<file path="src/sv/clt_pkg.sv">
// Package for the combination lock with tamper guard.
// Shared types, register indexes, reset values, state and event codes.
// No dependencies.
package clt_pkg;

    localparam int unsigned CFG_IDX_W  = 3;
    localparam int unsigned CFG_DATA_W = 10;

    // configuration register indexes
    localparam logic [CFG_IDX_W-1:0] CFG_CODE_WORD      = 3'd0;
    localparam logic [CFG_IDX_W-1:0] CFG_LIGHT_LIMIT    = 3'd1;
    localparam logic [CFG_IDX_W-1:0] CFG_LIGHT_LIMIT_WT = 3'd2;
    localparam logic [CFG_IDX_W-1:0] CFG_KNOB_TARGET    = 3'd3;
    localparam logic [CFG_IDX_W-1:0] CFG_KNOB_MARGIN    = 3'd4;
    localparam logic [CFG_IDX_W-1:0] CFG_ATTEMPT_LIMIT  = 3'd5;

    // register reset values
    localparam logic [2:0] RST_CODE_WORD      = 3'd2;
    localparam logic [9:0] RST_LIGHT_LIMIT    = 10'd700;
    localparam logic [9:0] RST_LIGHT_LIMIT_WT = 10'd800;
    localparam logic [9:0] RST_KNOB_TARGET    = 10'd700;
    localparam logic [9:0] RST_KNOB_MARGIN    = 10'd100;
    localparam logic [3:0] RST_ATTEMPT_LIMIT  = 4'd3;

    localparam logic [1:0] DIGITS_FULL  = 2'd3;
    localparam logic [3:0] ATTEMPTS_MAX = 4'd15;

    // external lock_mode encoding
    localparam logic [1:0] LOCK_MODE_ENTER = 2'd0;
    localparam logic [1:0] LOCK_MODE_KNOB  = 2'd1;
    localparam logic [1:0] LOCK_MODE_OPEN  = 2'd2;
    localparam logic [1:0] LOCK_MODE_BLOCK = 2'd3;

    // event codes
    localparam logic [3:0] EV_NONE      = 4'd0;
    localparam logic [3:0] EV_DIGIT     = 4'd1;
    localparam logic [3:0] EV_WRONG     = 4'd2;
    localparam logic [3:0] EV_RIGHT     = 4'd3;
    localparam logic [3:0] EV_TAMPER    = 4'd4;
    localparam logic [3:0] EV_OPENED    = 4'd5;
    localparam logic [3:0] EV_CLOSED    = 4'd6;
    localparam logic [3:0] EV_UNBLOCKED = 4'd7;
    localparam logic [3:0] EV_ATT_BLOCK = 4'd8;

    typedef enum logic [3:0] {
        ST_ENTER = 4'b0001,
        ST_KNOB  = 4'b0010,
        ST_OPEN  = 4'b0100,
        ST_BLOCK = 4'b1000
    } mode_t;

    typedef struct packed {
        logic [2:0] code_word;
        logic [9:0] light_limit;
        logic [9:0] light_limit_waiting;
        logic [9:0] knob_target;
        logic [9:0] knob_margin;
        logic [3:0] attempt_limit;
    } cfg_t;

    typedef struct packed {
        mode_t      mode;
        logic       bolt;
        logic [2:0] digits;
        logic [1:0] count;
        logic [3:0] attempts;
    } lock_state_t;

    typedef struct packed {
        logic [9:0] light_level;
        logic [9:0] knob_level;
        logic       press_one;
        logic       press_two;
        logic       press_three;
        logic       hold_three;
    } poll_t;

    typedef struct packed {
        logic [1:0] lock_mode;
        logic       bolt_open;
        logic       lamp_on;
        logic [1:0] digits_entered;
        logic [3:0] attempts_used;
        logic [3:0] event_code;
    } result_t;

endpackage

</file>
<file path="src/sv/clt_ifs.sv">
// Handshake channel interfaces for the combination lock.
// Depends on clt_pkg for the configuration port widths.
interface clt_poll_if;
    logic       valid;
    logic       ready;
    logic [9:0] light_level;
    logic [9:0] knob_level;
    logic       press_one;
    logic       press_two;
    logic       press_three;
    logic       hold_three;

    modport source (output valid, light_level, knob_level, press_one, press_two,
                    press_three, hold_three, input ready);
    modport sink   (input valid, light_level, knob_level, press_one, press_two,
                    press_three, hold_three, output ready);
endinterface

interface clt_status_if;
    logic       valid;
    logic       ready;
    logic [1:0] lock_mode;
    logic       bolt_open;
    logic       lamp_on;
    logic [1:0] digits_entered;
    logic [3:0] attempts_used;
    logic [3:0] event_code;

    modport source (output valid, lock_mode, bolt_open, lamp_on, digits_entered,
                    attempts_used, event_code, input ready);
    modport sink   (input valid, lock_mode, bolt_open, lamp_on, digits_entered,
                    attempts_used, event_code, output ready);
endinterface

interface clt_cfg_if;
    logic                             valid;
    logic                             ready;
    logic [clt_pkg::CFG_IDX_W-1:0]  index;
    logic [clt_pkg::CFG_DATA_W-1:0] wdata;

    modport source (output valid, index, wdata, input ready);
    modport sink   (input valid, index, wdata, output ready);
endinterface

</file>
<file path="src/sv/clt_cfg_regs.sv">
// Configuration register file of the combination lock.
// Depends on clt_pkg and clt_cfg_if.
module clt_cfg_regs (
    input  logic          clk,
    input  logic          rst_n,
    clt_cfg_if.sink       cfg,
    output clt_pkg::cfg_t regs
);

    clt_pkg::cfg_t cfg_reg;

    assign cfg.ready = 1'b1;
    assign regs      = cfg_reg;

    always_ff @(posedge clk or negedge rst_n)
    begin
        if (!rst_n)
        begin
            cfg_reg.code_word           <= clt_pkg::RST_CODE_WORD;
            cfg_reg.light_limit         <= clt_pkg::RST_LIGHT_LIMIT;
            cfg_reg.light_limit_waiting <= clt_pkg::RST_LIGHT_LIMIT_WT;
            cfg_reg.knob_target         <= clt_pkg::RST_KNOB_TARGET;
            cfg_reg.knob_margin         <= clt_pkg::RST_KNOB_MARGIN;
            cfg_reg.attempt_limit       <= clt_pkg::RST_ATTEMPT_LIMIT;
        end
        else if (cfg.valid)
        begin
            unique case (cfg.index)
                clt_pkg::CFG_CODE_WORD:      cfg_reg.code_word           <= cfg.wdata[2:0];
                clt_pkg::CFG_LIGHT_LIMIT:    cfg_reg.light_limit         <= cfg.wdata;
                clt_pkg::CFG_LIGHT_LIMIT_WT: cfg_reg.light_limit_waiting <= cfg.wdata;
                clt_pkg::CFG_KNOB_TARGET:    cfg_reg.knob_target         <= cfg.wdata;
                clt_pkg::CFG_KNOB_MARGIN:    cfg_reg.knob_margin         <= cfg.wdata;
                clt_pkg::CFG_ATTEMPT_LIMIT:  cfg_reg.attempt_limit       <= cfg.wdata[3:0];
                default: ;
            endcase
        end
    end

endmodule

</file>
<file path="src/sv/clt_step.sv">
// Next-state and result logic for one polling pass of the lock.
// Purely combinational. Depends on clt_pkg.
module clt_step (
    input  clt_pkg::cfg_t        cfg,
    input  clt_pkg::lock_state_t cur,
    input  clt_pkg::poll_t       poll,
    output clt_pkg::lock_state_t nxt,
    output clt_pkg::result_t     res
);

    logic       tamper;
    logic       tamper_wait;
    logic       knob_hit;
    logic       take_one;
    logic       take_two;
    logic [1:0] cnt_mid;
    logic [1:0] cnt_fin;
    logic [2:0] dig_fin;
    logic [3:0] att_inc;
    logic [3:0] ev;

    assign tamper      = (cur.mode != clt_pkg::ST_BLOCK) && (poll.light_level < cfg.light_limit);
    assign tamper_wait = poll.light_level < cfg.light_limit_waiting;

    // window without wrap: knob + margin >= target and knob <= target + margin
    assign knob_hit = ({1'b0, poll.knob_level} + {1'b0, cfg.knob_margin} >= {1'b0, cfg.knob_target})
                   && ({1'b0, poll.knob_level} <= {1'b0, cfg.knob_target} + {1'b0, cfg.knob_margin});

    // button one first, then button two
    assign take_one = poll.press_one && (cur.count != clt_pkg::DIGITS_FULL);
    assign cnt_mid  = take_one ? cur.count + 2'd1 : cur.count;
    assign take_two = poll.press_two && (cnt_mid != clt_pkg::DIGITS_FULL);
    assign cnt_fin  = take_two ? cnt_mid + 2'd1 : cnt_mid;
    assign dig_fin  = take_two ? (cur.digits | (3'b001 << cnt_mid)) : cur.digits;

    assign att_inc = (cur.attempts == clt_pkg::ATTEMPTS_MAX) ? cur.attempts
                                                             : cur.attempts + 4'd1;

    always_comb
    begin
        nxt = cur;
        ev  = clt_pkg::EV_NONE;
        if (tamper)
        begin
            nxt.mode     = clt_pkg::ST_BLOCK;
            nxt.attempts = '0;
            nxt.digits   = '0;
            nxt.count    = '0;
            ev           = clt_pkg::EV_TAMPER;
        end
        else
        begin
            unique case (cur.mode)
                clt_pkg::ST_BLOCK:
                begin
                    if (poll.hold_three)
                    begin
                        nxt.mode     = clt_pkg::ST_ENTER;
                        nxt.attempts = '0;
                        nxt.bolt     = 1'b0;
                        nxt.digits   = '0;
                        nxt.count    = '0;
                        ev           = clt_pkg::EV_UNBLOCKED;
                    end
                end
                clt_pkg::ST_OPEN:
                begin
                    if (poll.press_three)
                    begin
                        nxt.mode   = clt_pkg::ST_ENTER;
                        nxt.bolt   = 1'b0;
                        nxt.digits = '0;
                        nxt.count  = '0;
                        ev         = clt_pkg::EV_CLOSED;
                    end
                end
                clt_pkg::ST_KNOB:
                begin
                    if (tamper_wait)
                    begin
                        nxt.mode   = clt_pkg::ST_BLOCK;
                        nxt.digits = '0;
                        nxt.count  = '0;
                        ev         = clt_pkg::EV_TAMPER;
                    end
                    else if (knob_hit)
                    begin
                        nxt.mode = clt_pkg::ST_OPEN;
                        nxt.bolt = 1'b1;
                        ev       = clt_pkg::EV_OPENED;
                    end
                end
                default:
                begin
                    nxt.digits = dig_fin;
                    nxt.count  = cnt_fin;
                    if (take_one || take_two)
                        ev = clt_pkg::EV_DIGIT;
                    if (poll.press_three && (cnt_fin == clt_pkg::DIGITS_FULL))
                    begin
                        if (dig_fin == cfg.code_word)
                        begin
                            nxt.attempts = '0;
                            nxt.mode     = clt_pkg::ST_KNOB;
                            nxt.digits   = '0;
                            nxt.count    = '0;
                            ev           = clt_pkg::EV_RIGHT;
                        end
                        else
                        begin
                            nxt.attempts = att_inc;
                            ev           = clt_pkg::EV_WRONG;
                            if (att_inc >= cfg.attempt_limit)
                            begin
                                // entry stays full until unblocked
                                nxt.mode = clt_pkg::ST_BLOCK;
                                ev       = clt_pkg::EV_ATT_BLOCK;
                            end
                            else
                            begin
                                nxt.digits = '0;
                                nxt.count  = '0;
                            end
                        end
                    end
                end
            endcase
        end
    end

    always_comb
    begin
        unique case (nxt.mode)
            clt_pkg::ST_KNOB:  res.lock_mode = clt_pkg::LOCK_MODE_KNOB;
            clt_pkg::ST_OPEN:  res.lock_mode = clt_pkg::LOCK_MODE_OPEN;
            clt_pkg::ST_BLOCK: res.lock_mode = clt_pkg::LOCK_MODE_BLOCK;
            default:           res.lock_mode = clt_pkg::LOCK_MODE_ENTER;
        endcase
        res.bolt_open      = nxt.bolt;
        res.lamp_on        = nxt.mode != clt_pkg::ST_OPEN;
        res.digits_entered = nxt.count;
        res.attempts_used  = nxt.attempts;
        res.event_code     = ev;
    end

endmodule

</file>
<file path="src/sv/combination_lock_with_tamper_core.sv">
// Top level of the combination lock with light-tamper guard.
// Depends on clt_pkg, clt_ifs, clt_cfg_regs and clt_step.
//
//   channel  dir  per transaction
//   -------  ---  ---------------------------------------------------------
//   poll     in   one polling pass: light and knob samples, button events
//   status   out  one result per pass: mode, bolt, lamp, counts, event
//   cfg      in   one register write: index and data, always ready
//
// Timing: a pass is captured in the input register, then the step logic
//   updates the lock state and loads the result register at the same edge.
//   One pass per cycle sustained while status is taken.
// Throughput is set by the single lock-state update per cycle in this module.
// Reset: lock state and valid flags clear, cfg registers reload, at once.
// Stalls: a full result register holds the input register; poll.ready drops
//   only when both stages are full and status is not taken.
module combination_lock_with_tamper_core (
    input  logic        clk,
    input  logic        rst_n,
    clt_poll_if.sink    poll,
    clt_status_if.source status,
    clt_cfg_if.sink     cfg
);

    clt_pkg::cfg_t        cfg_regs;
    clt_pkg::poll_t       poll_reg;
    logic                 poll_valid_reg;
    clt_pkg::lock_state_t state_reg;
    clt_pkg::lock_state_t state_next;
    clt_pkg::result_t     result_next;
    clt_pkg::result_t     result_reg;
    logic                 result_valid_reg;
    logic                 advance;

    clt_cfg_regs u_cfg (
        .clk   (clk),
        .rst_n (rst_n),
        .cfg   (cfg),
        .regs  (cfg_regs)
    );

    clt_step u_step (
        .cfg  (cfg_regs),
        .cur  (state_reg),
        .poll (poll_reg),
        .nxt  (state_next),
        .res  (result_next)
    );

    // pass moves to the result register whenever that slot is free or draining
    assign advance    = poll_valid_reg && (!result_valid_reg || status.ready);
    assign poll.ready = !poll_valid_reg || advance;

    // input register
    always_ff @(posedge clk or negedge rst_n)
    begin
        if (!rst_n)
            poll_valid_reg <= 1'b0;
        else if (poll.ready)
            poll_valid_reg <= poll.valid;
    end

    always_ff @(posedge clk)
    begin
        if (poll.valid && poll.ready)
        begin
            poll_reg.light_level <= poll.light_level;
            poll_reg.knob_level  <= poll.knob_level;
            poll_reg.press_one   <= poll.press_one;
            poll_reg.press_two   <= poll.press_two;
            poll_reg.press_three <= poll.press_three;
            poll_reg.hold_three  <= poll.hold_three;
        end
    end

    // lock state, updated once per pass
    always_ff @(posedge clk or negedge rst_n)
    begin
        if (!rst_n)
        begin
            state_reg.mode     <= clt_pkg::ST_ENTER;
            state_reg.bolt     <= 1'b0;
            state_reg.digits   <= '0;
            state_reg.count    <= '0;
            state_reg.attempts <= '0;
        end
        else if (advance)
            state_reg <= state_next;
    end

    // result register
    always_ff @(posedge clk or negedge rst_n)
    begin
        if (!rst_n)
            result_valid_reg <= 1'b0;
        else if (advance)
            result_valid_reg <= 1'b1;
        else if (status.ready)
            result_valid_reg <= 1'b0;
    end

    always_ff @(posedge clk)
    begin
        if (advance)
            result_reg <= result_next;
    end

    assign status.valid          = result_valid_reg;
    assign status.lock_mode      = result_reg.lock_mode;
    assign status.bolt_open      = result_reg.bolt_open;
    assign status.lamp_on        = result_reg.lamp_on;
    assign status.digits_entered = result_reg.digits_entered;
    assign status.attempts_used  = result_reg.attempts_used;
    assign status.event_code     = result_reg.event_code;

    // bolt can only be open in the open mode or after tamper while open
    a_bolt_mode: assert property (@(posedge clk) disable iff (!rst_n)
        state_reg.bolt |-> (state_reg.mode == clt_pkg::ST_OPEN
                         || state_reg.mode == clt_pkg::ST_BLOCK))
        else $error("bolt open outside open or blocked mode");

    // a correct code clears both the entry and the attempt count
    a_knob_clean: assert property (@(posedge clk) disable iff (!rst_n)
        (state_reg.mode == clt_pkg::ST_KNOB || state_reg.mode == clt_pkg::ST_OPEN)
        |-> (state_reg.count == '0 && state_reg.attempts == '0))
        else $error("entry or attempts left over past code check");

    // every pass that leaves the input register shows up as a result
    a_advance_result: assert property (@(posedge clk) disable iff (!rst_n)
        advance |=> result_valid_reg)
        else $error("pass advanced without a result");

    // an unaccepted result never gets overwritten
    a_no_overwrite: assert property (@(posedge clk) disable iff (!rst_n)
        (result_valid_reg && !status.ready) |-> !advance)
        else $error("result overwritten while stalled");

endmodule

</file>
<file path="src/flat_wrapper.sv">
// flat-port wrapper written by rule: the top's interface ports become plain ports
module combination_lock_with_tamper_core_flat 
  (clk, rst_n, poll_valid, poll_light_level, poll_knob_level, poll_press_one, poll_press_two, poll_press_three, poll_hold_three, poll_ready, status_valid, status_lock_mode, status_bolt_open, status_lamp_on, status_digits_entered, status_attempts_used, status_event_code, status_ready, cfg_valid, cfg_index, cfg_wdata, cfg_ready);
  clt_poll_if poll_i ();
  clt_status_if status_i ();
  clt_cfg_if cfg_i ();
  input  logic clk;
  input  logic rst_n;
  input wire logic [$bits(poll_i.valid)-1:0] poll_valid;
  input wire logic [$bits(poll_i.light_level)-1:0] poll_light_level;
  input wire logic [$bits(poll_i.knob_level)-1:0] poll_knob_level;
  input wire logic [$bits(poll_i.press_one)-1:0] poll_press_one;
  input wire logic [$bits(poll_i.press_two)-1:0] poll_press_two;
  input wire logic [$bits(poll_i.press_three)-1:0] poll_press_three;
  input wire logic [$bits(poll_i.hold_three)-1:0] poll_hold_three;
  output wire logic [$bits(poll_i.ready)-1:0] poll_ready;
  output wire logic [$bits(status_i.valid)-1:0] status_valid;
  output wire logic [$bits(status_i.lock_mode)-1:0] status_lock_mode;
  output wire logic [$bits(status_i.bolt_open)-1:0] status_bolt_open;
  output wire logic [$bits(status_i.lamp_on)-1:0] status_lamp_on;
  output wire logic [$bits(status_i.digits_entered)-1:0] status_digits_entered;
  output wire logic [$bits(status_i.attempts_used)-1:0] status_attempts_used;
  output wire logic [$bits(status_i.event_code)-1:0] status_event_code;
  input wire logic [$bits(status_i.ready)-1:0] status_ready;
  input wire logic [$bits(cfg_i.valid)-1:0] cfg_valid;
  input wire logic [$bits(cfg_i.index)-1:0] cfg_index;
  input wire logic [$bits(cfg_i.wdata)-1:0] cfg_wdata;
  output wire logic [$bits(cfg_i.ready)-1:0] cfg_ready;
  assign poll_i.valid = poll_valid;
  assign poll_i.light_level = poll_light_level;
  assign poll_i.knob_level = poll_knob_level;
  assign poll_i.press_one = poll_press_one;
  assign poll_i.press_two = poll_press_two;
  assign poll_i.press_three = poll_press_three;
  assign poll_i.hold_three = poll_hold_three;
  assign poll_ready = poll_i.ready;
  assign status_valid = status_i.valid;
  assign status_lock_mode = status_i.lock_mode;
  assign status_bolt_open = status_i.bolt_open;
  assign status_lamp_on = status_i.lamp_on;
  assign status_digits_entered = status_i.digits_entered;
  assign status_attempts_used = status_i.attempts_used;
  assign status_event_code = status_i.event_code;
  assign status_i.ready = status_ready;
  assign cfg_i.valid = cfg_valid;
  assign cfg_i.index = cfg_index;
  assign cfg_i.wdata = cfg_wdata;
  assign cfg_ready = cfg_i.ready;
  combination_lock_with_tamper_core u_core (.clk(clk), .rst_n(rst_n), .poll(poll_i), .status(status_i), .cfg(cfg_i));
endmodule
</file>
<file path="config.mk">
export PLATFORM = sky130hd
export DESIGN_NAME = combination_lock_with_tamper_core_flat
export DESIGN_NICKNAME = d
export VERILOG_FILES = /design/src/sv/clt_pkg.sv /design/src/sv/clt_ifs.sv /design/src/sv/clt_cfg_regs.sv /design/src/sv/clt_step.sv /design/src/sv/combination_lock_with_tamper_core.sv /design/src/flat_wrapper.sv
export SDC_FILE = /design/constraint.sdc
export NUM_CORES = 1
export LEC_CHECK = 0
export BUFFER_PORTS_ARGS = -buffer_cell sky130_fd_sc_hd__buf_4
export CORE_MARGIN = 2
export CORE_UTILIZATION = 50
export CTS_CLUSTER_DIAMETER = 200
export DETAILED_ROUTE_END_ITERATION = 12
export GPL_TIMING_DRIVEN = 0
export PLACE_DENSITY = 0.79
export SLEW_MARGIN = 20
export SYNTH_ARGS = -nofsm -noshare
export SYNTH_HDL_FRONTEND = slang
export SYNTH_SLANG_ARGS = --single-unit
export TNS_END_PERCENT = 10
</file>
<file path="constraint.sdc">
create_clock -name clk -period 3.78 [get_ports clk]
set_input_delay 0.378 -clock clk [delete_from_list [all_inputs] [get_ports clk]]
set_output_delay 0.378 -clock clk [all_outputs]
set_load 0.01 [all_outputs]
</file>
==> results of run 1 <==
synth_stat cells, types with 3 or more instances:
cell type  number  area (um^2)
nand2_1        50          188
a32oi_1         3         26.3
nand3_1        13         65.1
o211ai_1        3         22.5
nor2b_1         7         43.8
o31ai_1         5         37.5
o22ai_1         3         18.8
a31oi_1         5         31.3
xnor2_1        13          114
dfstp_2        22          578
a21o_1         10         75.1
dfrtp_1        41         1030
o21a_1          4         30.0
and2_1          6         37.5
a22o_1          4         35.0
o21ai_0        40          200
clkbuf_1        9         33.8
ha_1           68          851
nand3b_1        5         37.5
nor3_1          6         30.0
nor2_1         37          139
a211oi_1        4         30.0
xor2_1          7         61.3
a21oi_1        34          170
inv_1          52          195
mux2_2         30          338
edfxtp_1       38         1140
a22oi_1         4         30.0
o21ai_1        13         65.1
nand2b_1       12         75.1
metrics by stage:
stage | setup slack [ns] | hold WS (ns) | area [um^2] | std cells
after floorplan | 0.0108 | 0.0824 | 6120 | 587
after global placement | -0.481 | 0.471 | 6730 | 791
after detailed placement | -0.522 | 0.483 | 6740 | 791
after CTS | -0.159 | 0.143 | 7170 | 819
after global routing | -0.418 | 0.184 | 7200 | 820
final | -0.207 | 0.112 | 7200 | 820
worst max-delay path by stage:
stage,from,depth (start not counted),end
after floorplan,u_core.poll_reg[5]$_DFFE_PP_,18,u_core.status.lock_mode[1]$_DFFE_PP_
after global placement,u_core.poll_reg[5]$_DFFE_PP_,18,u_core.status.lock_mode[0]$_DFFE_PP_
after detailed placement,u_core.poll_reg[5]$_DFFE_PP_,18,u_core.status.lock_mode[0]$_DFFE_PP_
after CTS,u_core.u_cfg.regs[5]$_DFFE_PN0P_,18,u_core.status.lock_mode[1]$_DFFE_PP_
after global routing,u_core.poll_reg[5]$_DFFE_PP_,18,u_core.status.lock_mode[1]$_DFFE_PP_
final,u_core.poll_reg[5]$_DFFE_PP_,18,u_core.status.lock_mode[1]$_DFFE_PP_
metal layers:
metal | routed length [um] | vias up
li1 | - | 2261
met1 | 6790 | 2265
met2 | 6380 | 103
met3 | 403 | 18
met4 | 199 | 0
met5 | 0 | -
cells by family (layout without fill, tap and decap cells):
group                    after synthesis  after routing
XOR/XNOR                              21             21
flip-flops                           101            101
adder cells (fa/ha/maj)               70             70
multiplexers                          32             32
other                                  1              1
AO/OA/AOI/OAI                        145            145
AND/OR/NAND/NOR                      153            153
buffers and inverters                 64            150
critical path, stage by stage, from the launching register on:
cell and delay, ns:
edfxtp_1 0.39, ha_1 0.31, a21o_1 0.18, a21oi_2 0.17, o21bai_1 0.10, a21oi_2 0.20
o21ai_2 0.09, a21o_1 0.18, a21oi_2 0.13, xnor2_1 0.13, ha_1 0.26, o21ai_1 0.08
nor2_1 0.05, or4_1 0.47, a31oi_1 0.21, a32oi_2 0.15, a22o_1 0.32, xnor2_1 0.13
a21o_1 0.19
what timing repair did:
action,4_1_cts,5_1_grt
cloned,0,0
endpoints found under the setup margin,9,17
pin swaps,12,7
endpoints found under the hold margin,0,0
setup buffers,12,1
resized for setup,19,5
report_power, final:
group	leakage (uW)	total [uW]	internal (uW)	switching [uW]
sequential	0.00110	1560	1400	159
combinational	0.00195	1970	880	1090
clock	0.000129	856	446	410
cell usage in the layout (no fill, tap or decap), types with 3 or more instances in the layout:
cell type | synthesis | routed
xor2_1 | 7 | 7
nand3_1 | 13 | 13
a22o_1 | 4 | 4
mux2_2 | 30 | 30
nand2b_1 | 12 | 11
nand3b_1 | 5 | 5
a21oi_1 | 34 | 27
a31oi_1 | 5 | 5
ha_1 | 68 | 66
o21a_1 | 4 | 4
nor2_1 | 37 | 37
edfxtp_1 | 38 | 38
buf_4 | 1 | 71
o21ai_0 | 40 | 38
inv_1 | 52 | 51
o31ai_1 | 5 | 5
xnor2_1 | 13 | 13
nand2_1 | 50 | 50
dfrtp_1 | 41 | 41
dfstp_2 | 22 | 22
a211oi_1 | 4 | 3
nor3_1 | 6 | 6
and2_1 | 6 | 5
o21ai_1 | 13 | 13
clkbuf_1 | 9 | 10
a21oi_2 | 0 | 7
clkinv_2 | 0 | 3
a21o_1 | 10 | 10
o211ai_1 | 3 | 3
o22ai_2 | 1 | 3
clkbuf_16 | 0 | 9
nor2b_1 | 7 | 6
a22oi_1 | 4 | 4
final cells by class:
cell class | count | area [um^2] | area share [%]
clock buffer | 10 | 229 | 3.18
sequential | 101 | 2750 | 38.1
buffer | 12 | 57.6 | 0.799
inverter | 52 | 195 | 2.71
multi-input combinational | 422 | 3220 | 44.8
timing repair buffer | 70 | 526 | 7.30
tap | 147 | 184 | 2.55
clock inverter | 6 | 38.8 | 0.539
==> flow_summary.ini, run 1 <==
[cells_and_area]
utilization_pct = 60.2
largest_reg_flops = 47
antenna_cells = 0
area_growth_syn_to_layout_pct = 17.6
n_fill_cell = 979
fin_nets = 780
drive_above_1_share_pct = 25.4

[synth]
ys_types = 61
synthArstFlopShare_pct = 62.4
synthesis.area_um2 = 6120
synth_top_family_by_area = compound AO/OA/AOI/OAI gates
ys_seq_area_share_pct = 44.8
synth_seq_cells = 101
synthXorXnorAreaFrac_pct = 3.13
yosys.area_share.simple_pct = 12.5
yosys_warnings = 0
synth_edf_count = 38
synth_mux_area_share_pct = 5.85
syn_nets = 699
yosys.area_share.adder_pct = 14.6
synth-compound-area-share_pct = 15.0
syn_avg_cell_area_um2 = 10.4
synth-main-ff-cell = dfrtp_1
netlist_instances = 587

[drt]
dr.pass1.iters = 7
ant_nets = 0
drcViolationCount = 0
viasPerCell = 5.67
avgRoutedWirePerCell_um = 16.8
vias = 4647
routed_wl_um = 13800
first_iter_violations = 204

[clock_tree]
clock_sinks = 101
cts_buffers = 9
hold_buffers = 0
h-tree-depth = 3
clock_path_buffers = 2
cts_tree = done
clk_pin_slew_ns = 0.07
root_buffer = clkbuf_16
insertion_delay_ns = 0.35

[timing]
fin_crit_sh_pct = 105
rsz0062_at_grt = yes
layout_min_cycle_time_ns = 3.99
fmax_mhz = 251
slew_violations = 0
setup_ws_ns = -0.207
fin_skew_ns = 0.00647
worst_pin_slew_ns = 1.04
setup-violations-final = 4
hold_viol = 0
slew_headroom_pct = 30.1
fin_tns_setup_ns = -0.414

[outcome]
violations = negative setup slack
status = finished with violations

[die]
die_area_um2 = 13100
start_util_pct = 51.2
rows = 40
die_x_um = 115
die_h_um = 115
io_pins = 59
core_um2 = 12000

[power_and_ir_drop]
p_per_area_nw_per_um2 = 609
ir_drop_v = 0.000313
finalPower_uw = 4380
leakage_uw = 0.00318

[global_route]
antenna_found_initial = 0
first_global_vias = 4598
grt_util_met1_pct = 30.3
use_met3_pct = 2.91
busiest_layer = met2
track_usage_pct = 21.6
grt_util_met2_pct = 34.5
grt_max_degree = 64
grt_pass1_wl_um = 22100
grt_overflow_total = 0

[placed_design]
port-buffer-count = 57
gp_congestion = 0.900
dp_hpwl_um = 10500

[worst_setup_path]
crit_path_end_kind = flop
path_max_fanout = 4
reg2reg_from = u_core.poll_reg[5]$_DFFE_PP_
reg2reg_slack_ns = -0.21
reg2reg_to = u_core.status.lock_mode[1]$_DFFE_PP_
critical_path_arrival_ns = 4.09
start_kind = flop
crit_required_ns = 3.89
crit_type = flop to flop
r2r_cells = 18

[flow_run]
maxCapViolations = 0

[hold_path]
holdCritPathClass = input pin to async pin
No activity file was read; power rests on OpenSTA's default activity.
==> run 2, diff against run 1 <==
--- a/config.mk
+++ b/config.mk
@@ -5,6 +5,7 @@
 export SDC_FILE = /design/constraint.sdc
 export NUM_CORES = 1
 export LEC_CHECK = 0
+export ABC_AREA = 1
 export BUFFER_PORTS_ARGS = -buffer_cell sky130_fd_sc_hd__buf_4
 export CORE_MARGIN = 2
 export CORE_UTILIZATION = 50
==> run 2 against run 1 <==
Against the previous run:
- non-clock buffer count fell by 12
- critical path depth did not move
- fmax rose by 13%
- flip-flop and latch count did not move
- synthesized cell count rose by 30%
- the run now ends clean
- largest power group unchanged
- highest routed layer unchanged
- hold slack got worse by 0.0081 ns
- total power rose by 3.9%
- utilization fell by 1.7 points
==> flow_summary.ini, run 2 <==
[placed_design]
port-buffer-count = 57
dp_hpwl_um = 10600
gp_congestion = 0.941
dpl.cell_count = 990
post-place-ws_ns = 0.222

[drt]
avgRoutedWirePerCell_um = 14.0
ant_nets = 0
dr.pass1.iters = 5
drcViolationCount = 0
first_iter_violations = 320
routed_wl_um = 14100
viasPerCell = 5.20
vias = 5227

[worst_setup_path]
crit_type = flop to flop
critical_path_arrival_ns = 3.65
cpPeakStageDelay_ns = 0.56
path_max_fanout = 5
path_cells = ha_1 > a21o_1 > a31oi_2 > o21ai_1 > a21oi_1 > o21ai_0 > xor2_1 > ha_1 > nand2_1 > nor2_1 > nand4_1 > nand4_1 > nor2_1 > nand2_1 > nand2_1 > nand4_1 > nand3b_1 > or2_1
r2r_cells = 18
reg2reg_to = u_core.status.lamp_on$_DFFE_PP_
crit_required_ns = 3.89
crit_path_end_kind = flop
reg2reg_slack_ns = 0.24
crit_slowest_cell = dfstp_2
reg2reg_from = u_core.u_cfg.regs[6]$_DFFE_PN1P_
start_kind = flop

[timing]
fin_skew_ns = 0.00879
setup_ws_ns = 0.236
hold_viol = 0
fin_crit_sh_pct = 93.7
fmax_mhz = 282
slew_headroom_pct = 32.0
setup-violations-final = 0
layout_min_cycle_time_ns = 3.54
slew_violations = 0
fin_tns_setup_ns = 0
worst_pin_slew_ns = 1.01

[outcome]
status = finished clean

[synth]
synth-main-ff-cell = dfrtp_1
syn_nets = 873
synth_area_leaders = edfxtp_1, dfrtp_1, ha_1, nand2_1, dfstp_2
synth_edf_count = 38
synth_seq_cells = 101
yosysMostFrequentCell = nand2_1
yosys.area.top_type = edfxtp_1
netlist_instances = 761
synthArstFlopShare_pct = 62.4
yosys_warnings = 0
syn_avg_cell_area_um2 = 8.40
yosys.area.top_type_share_pct = 17.9
synthesis.area_um2 = 6390
synthTopCellsByCount = nand2_1, inv_1, o21ai_0
ys_types = 44
ys_seq_area_share_pct = 43.0

[global_route]
grt_overflow_total = 0
track_usage_pct = 22.1
antenna_found_initial = 0
grt_pass1_wl_um = 23300
grt_max_degree = 64
first_global_vias = 4997

[cells_and_area]
drive_above_1_share_pct = 16.4
utilization_pct = 58.4
largest_reg_flops = 47
fin_nets = 941
layout_commonest_cell = nand2_1
n_fill_cell = 1127
area_growth_syn_to_layout_pct = 14.9
antenna_cells = 0
final_cells = 1006
layout_common_cells = nand2_1, inv_1, o21ai_0

[die]
core_um2 = 12600
die_h_um = 117
io_pins = 59
rows = 41
die_x_um = 117
die_area_um2 = 13700
start_util_pct = 50.9

[hold_path]
holdCritPathClass = input pin to async pin

[flow_run]
maxCapViolations = 0

[power_and_ir_drop]
leakage_uw = 0.00358
ir_drop_v = 0.000285
p_per_area_nw_per_um2 = 620

[clock_tree]
root_buffer = clkbuf_16
insertion_delay_ns = 0.36
hold_buffers = 0
clk_pin_slew_ns = 0.07
post_cts_buffers = 0
clock_sinks = 101
h-tree-depth = 3
clock_path_buffers = 2
cts_resized = 0
cts_buffers = 9
cts_tree = done
-- run 2: changes by cell type after synthesis, sizes merged, moves of 12 or more --
cell | before | now
inv | 52 | 123
mux2 | 30 | 0
nand2 | 50 | 195
nand2b | 12 | 0
nand3 | 13 | 41
o21ai | 53 | 81
-- run 2: worst max-delay path by stage --
stage                                           startpoint                              end  slack, ns  cells after the start
after global placement    u_core.u_cfg.regs[6]$_DFFE_PN1P_  u_core.status.lamp_on$_DFFE_PP_       0.25                     18
final                     u_core.u_cfg.regs[6]$_DFFE_PN1P_  u_core.status.lamp_on$_DFFE_PP_       0.24                     18
after global routing      u_core.u_cfg.regs[6]$_DFFE_PN1P_  u_core.status.lamp_on$_DFFE_PP_      -0.02                     18
after CTS                 u_core.u_cfg.regs[6]$_DFFE_PN1P_  u_core.status.lamp_on$_DFFE_PP_       0.17                     18
after floorplan           u_core.u_cfg.regs[6]$_DFFE_PN1P_  u_core.status.lamp_on$_DFFE_PP_       0.67                     18
after detailed placement  u_core.u_cfg.regs[6]$_DFFE_PN1P_  u_core.status.lamp_on$_DFFE_PP_       0.22                     18
-- run 2: critical path, delay by kind of cell (launching register included) --
kind / cells / cell delay [ns]
XOR/XNOR: 1 / 0.15
adder cells (fa/ha/maj): 2 / 0.58
AND/OR/NAND/NOR: 10 / 1.08
AO/OA/AOI/OAI: 5 / 0.91
flip-flops: 1 / 0.56
-- run 2: power breakdown --
part           switching, uW  leakage, uW  total, uW  internal, uW
Clock                    413     0.000138        932           519
Combinational           1260      0.00232       2050           786
Sequential               155      0.00112       1580          1420
Total                   1830      0.00358       4560          2730
-- run 2: final cells by class --
class | instances | area [um^2] | area share, %
buffer | 13 | 66.3 | 0.903
multi-input combinational | 524 | 3140 | 42.7
clock inverter | 4 | 55.1 | 0.749
clock buffer | 12 | 236 | 3.22
timing repair buffer | 57 | 428 | 5.83
tap | 172 | 215 | 2.93
inverter | 123 | 462 | 6.29
sequential | 101 | 2750 | 37.4
-- run 2: logic make-up after synthesis --
group | count (synthesis) | share of synthesized area [%]
AOI/OAI and AO/OA | 134 | 11.5
xor gates and xnor gates | 17 | 2.33
adders and majority gates | 70 | 13.9
buffers and inverters | 136 | 8.24
DFF | 101 | 43.0
other | 1 | 0.0587
and+or+nand+nor | 302 | 21.0
-- run 2: routing by layer --
layer	vias to the layer above	share of wire (%)	GRT usage, %
met3	31	5.4	5.25
met2	130	48	35.5
met4	0	2.5	9.65
met1	2432	44	28.6
li1	2634	-	-
met5	-	0	0
-- run 2: through the flow --
step	power [uW]	hold WS (ns)	area, um^2
after CTS	4560	0.123	7330
after global placement	3540	0.468	7030
after floorplan	3060	0.0824	6390
after detailed placement	3610	0.475	7030
after global routing	4960	0.154	7350
final	4560	0.104	7350
==> run 3, diff against run 2 <==
--- a/config.mk
+++ b/config.mk
@@ -7,11 +7,11 @@
 export LEC_CHECK = 0
 export ABC_AREA = 1
 export BUFFER_PORTS_ARGS = -buffer_cell sky130_fd_sc_hd__buf_4
-export CORE_MARGIN = 2
 export CORE_UTILIZATION = 50
 export CTS_CLUSTER_DIAMETER = 200
 export DETAILED_ROUTE_END_ITERATION = 12
 export GPL_TIMING_DRIVEN = 0
+export MAX_ROUTING_LAYER = met4
 export PLACE_DENSITY = 0.79
 export SLEW_MARGIN = 20
 export SYNTH_ARGS = -nofsm -noshare
==> run 3 against run 2 <==
Against the previous run:
- hold slack is essentially flat
- largest cell class unchanged
- cell count fell by 0.40%
- routed wire length grew 0.97%
- fmax rose by 0.63%
==> flow_summary.ini, run 3 (same netlist as run 2, synthesis figures left out) <==
[power_and_ir_drop]
seq_power_share_pct = 34.1
clkPwrFrac_pct = 21.2
p_int_uw = 2760
switching_power_uw = 1850
p_per_area_nw_per_um2 = 627
swShare_pct = 40.0
ir_drop_v = 0.000313
finalPower_uw = 4610
leakage_uw = 0.00361
p_comb_share_pct = 44.7

[cells_and_area]
fin_nets = 941
layout_common_cells = nand2_1, inv_1, o21ai_0
largest_reg_flops = 47
antenna_cells = 0
area_growth_syn_to_layout_pct = 15.0
fin_area_um2 = 7350
layout_commonest_cell = nand2_1
drive_above_1_share_pct = 16.3
n_fill_cell = 1086

[drt]
drcViolationCount = 0
dr.pass1.iters = 5
vias = 5218
avgRoutedWirePerCell_um = 14.2
first_iter_violations = 379
ant_nets = 0
viasPerCell = 5.21
routed_wl_um = 14200

[timing]
rsz0062_at_grt = no
hold_viol = 0
fin_crit_sh_pct = 93.2
slew_violations = 0
layout_min_cycle_time_ns = 3.52
setup-violations-final = 0
fin_skew_ns = 0.0103
fin_tns_setup_ns = 0
holdWs_ns = 0.105
fmax_mhz = 284
setup_ws_ns = 0.258
worst_pin_slew_ns = 0.804
slew_headroom_pct = 46.4

[clock_tree]
clock_path_buffers = 2
hold_buffers = 0
root_buffer = clkbuf_16
h-tree-depth = 3
insertion_delay_ns = 0.35
post_cts_buffers = 0
cts_tree = done
clk_pin_slew_ns = 0.07
cts_buffers = 9
cts_resized = 0
clock_sinks = 101

[worst_setup_path]
start_kind = flop
crit_type = flop to flop
crit_path_end_kind = flop
reg2reg_from = u_core.u_cfg.regs[4]$_DFFE_PN0P_
reg2reg_slack_ns = 0.26
crit_required_ns = 3.88
path_max_fanout = 4
cp-startpoint = u_core.u_cfg.regs[4]$_DFFE_PN0P_
critical_path_arrival_ns = 3.62

[die]
die_h_um = 115
start_util_pct = 52.3
die_area_um2 = 13200
core_um2 = 12200
die_x_um = 115
rows = 40
io_pins = 59

[global_route]
first_global_vias = 4923
grt_max_degree = 64
grt_pass1_wl_um = 23000
grt_overflow_total = 0
antenna_found_initial = 0
track_usage_pct = 23.6

[hold_path]
holdCritPathClass = input pin to async pin

[placed_design]
gp_congestion = 0.943
port-buffer-count = 57
dp_hpwl_um = 10600
dpl_cell_area_um2 = 7030
post-place-ws_ns = 0.284

[outcome]
status = finished clean

[flow_run]
maxCapViolations = 0
run 3: cell count changes in the layout (fill, tap and decap cells not counted), sizes merged:
cell / delta
inv: +2
clkbuf: -1
clkinvlp: -1
run 3: path summary, 6_finish.rpt:
kind / end / cells past startpoint
worst min register to register: u_core.u_cfg.regs[25]$_DFFE_PN0P_ / 2
worst max-delay path: u_core.status.lamp_on$_DFFE_PP_ / 19
worst min-delay path: u_core.state_reg[2]$_DFFE_PN0P_ / 1
min in group clk: u_core.poll_reg[20]$_DFFE_PP_ / 1
max in group asynchronous: u_core.u_cfg.regs[7]$_DFFE_PN0P_ / 1
worst max register to register: u_core.status.lamp_on$_DFFE_PP_ / 19
run 3: worst max-delay path, stage by stage, from the launching register on:
cell     delay (ns)
dfrtp_1        0.40
ha_1           0.23
inv_1          0.07
fa_1           0.43
nor3_1         0.23
nor2_1         0.11
nor3_1         0.15
nor2_1         0.07
xor2_1         0.14
ha_1           0.30
nand2_1        0.07
nor2_1         0.10
nand4_1        0.11
nand4_1        0.09
nor2_1         0.04
nand2_1        0.09
nand3_1        0.14
nand2_1        0.17
nand3_2        0.10
or2_1          0.23
run 3: through the flow:
stage,instances,util (%)
after CTS,1002,60.2
after global placement,986,57.6
after detailed placement,986,57.6
final,1002,60.2
after floorplan,761,-
after global routing,1002,60.2
run 3: power by group through the flow:
stage          Clock [uW]  Combinational (uW)  Sequential (uW)
2_1_floorplan           0                1490             1570
3_3_place_gp            0                1960             1590
3_5_place_dp            0                2030             1590
4_1_cts               995                2050             1570
5_1_grt              1040                2340             1600
6_report              975                2060             1570
run 3: layout make-up:
class / count / area (um^2) / share of cell area, %
timing repair buffer: 57 / 428 / 5.82
clock buffer: 11 / 253 / 3.44
inverter: 123 / 462 / 6.28
tap: 168 / 210 / 2.86
multi-input combinational: 524 / 3120 / 42.5
clock inverter: 5 / 63.8 / 0.869
sequential: 101 / 2750 / 37.4
buffer: 13 / 66.3 / 0.903
run 3: routing by layer:
metal	share of wire (%)	routed length [um]	GRT usage, %	up-vias
met1	45	6390	30.3	2407
li1	-	-	-	2628
met4	2.4	342	9.35	0
met3	5.7	816	4.43	27
met2	47	6660	36.9	156
met5	0	0	-	-
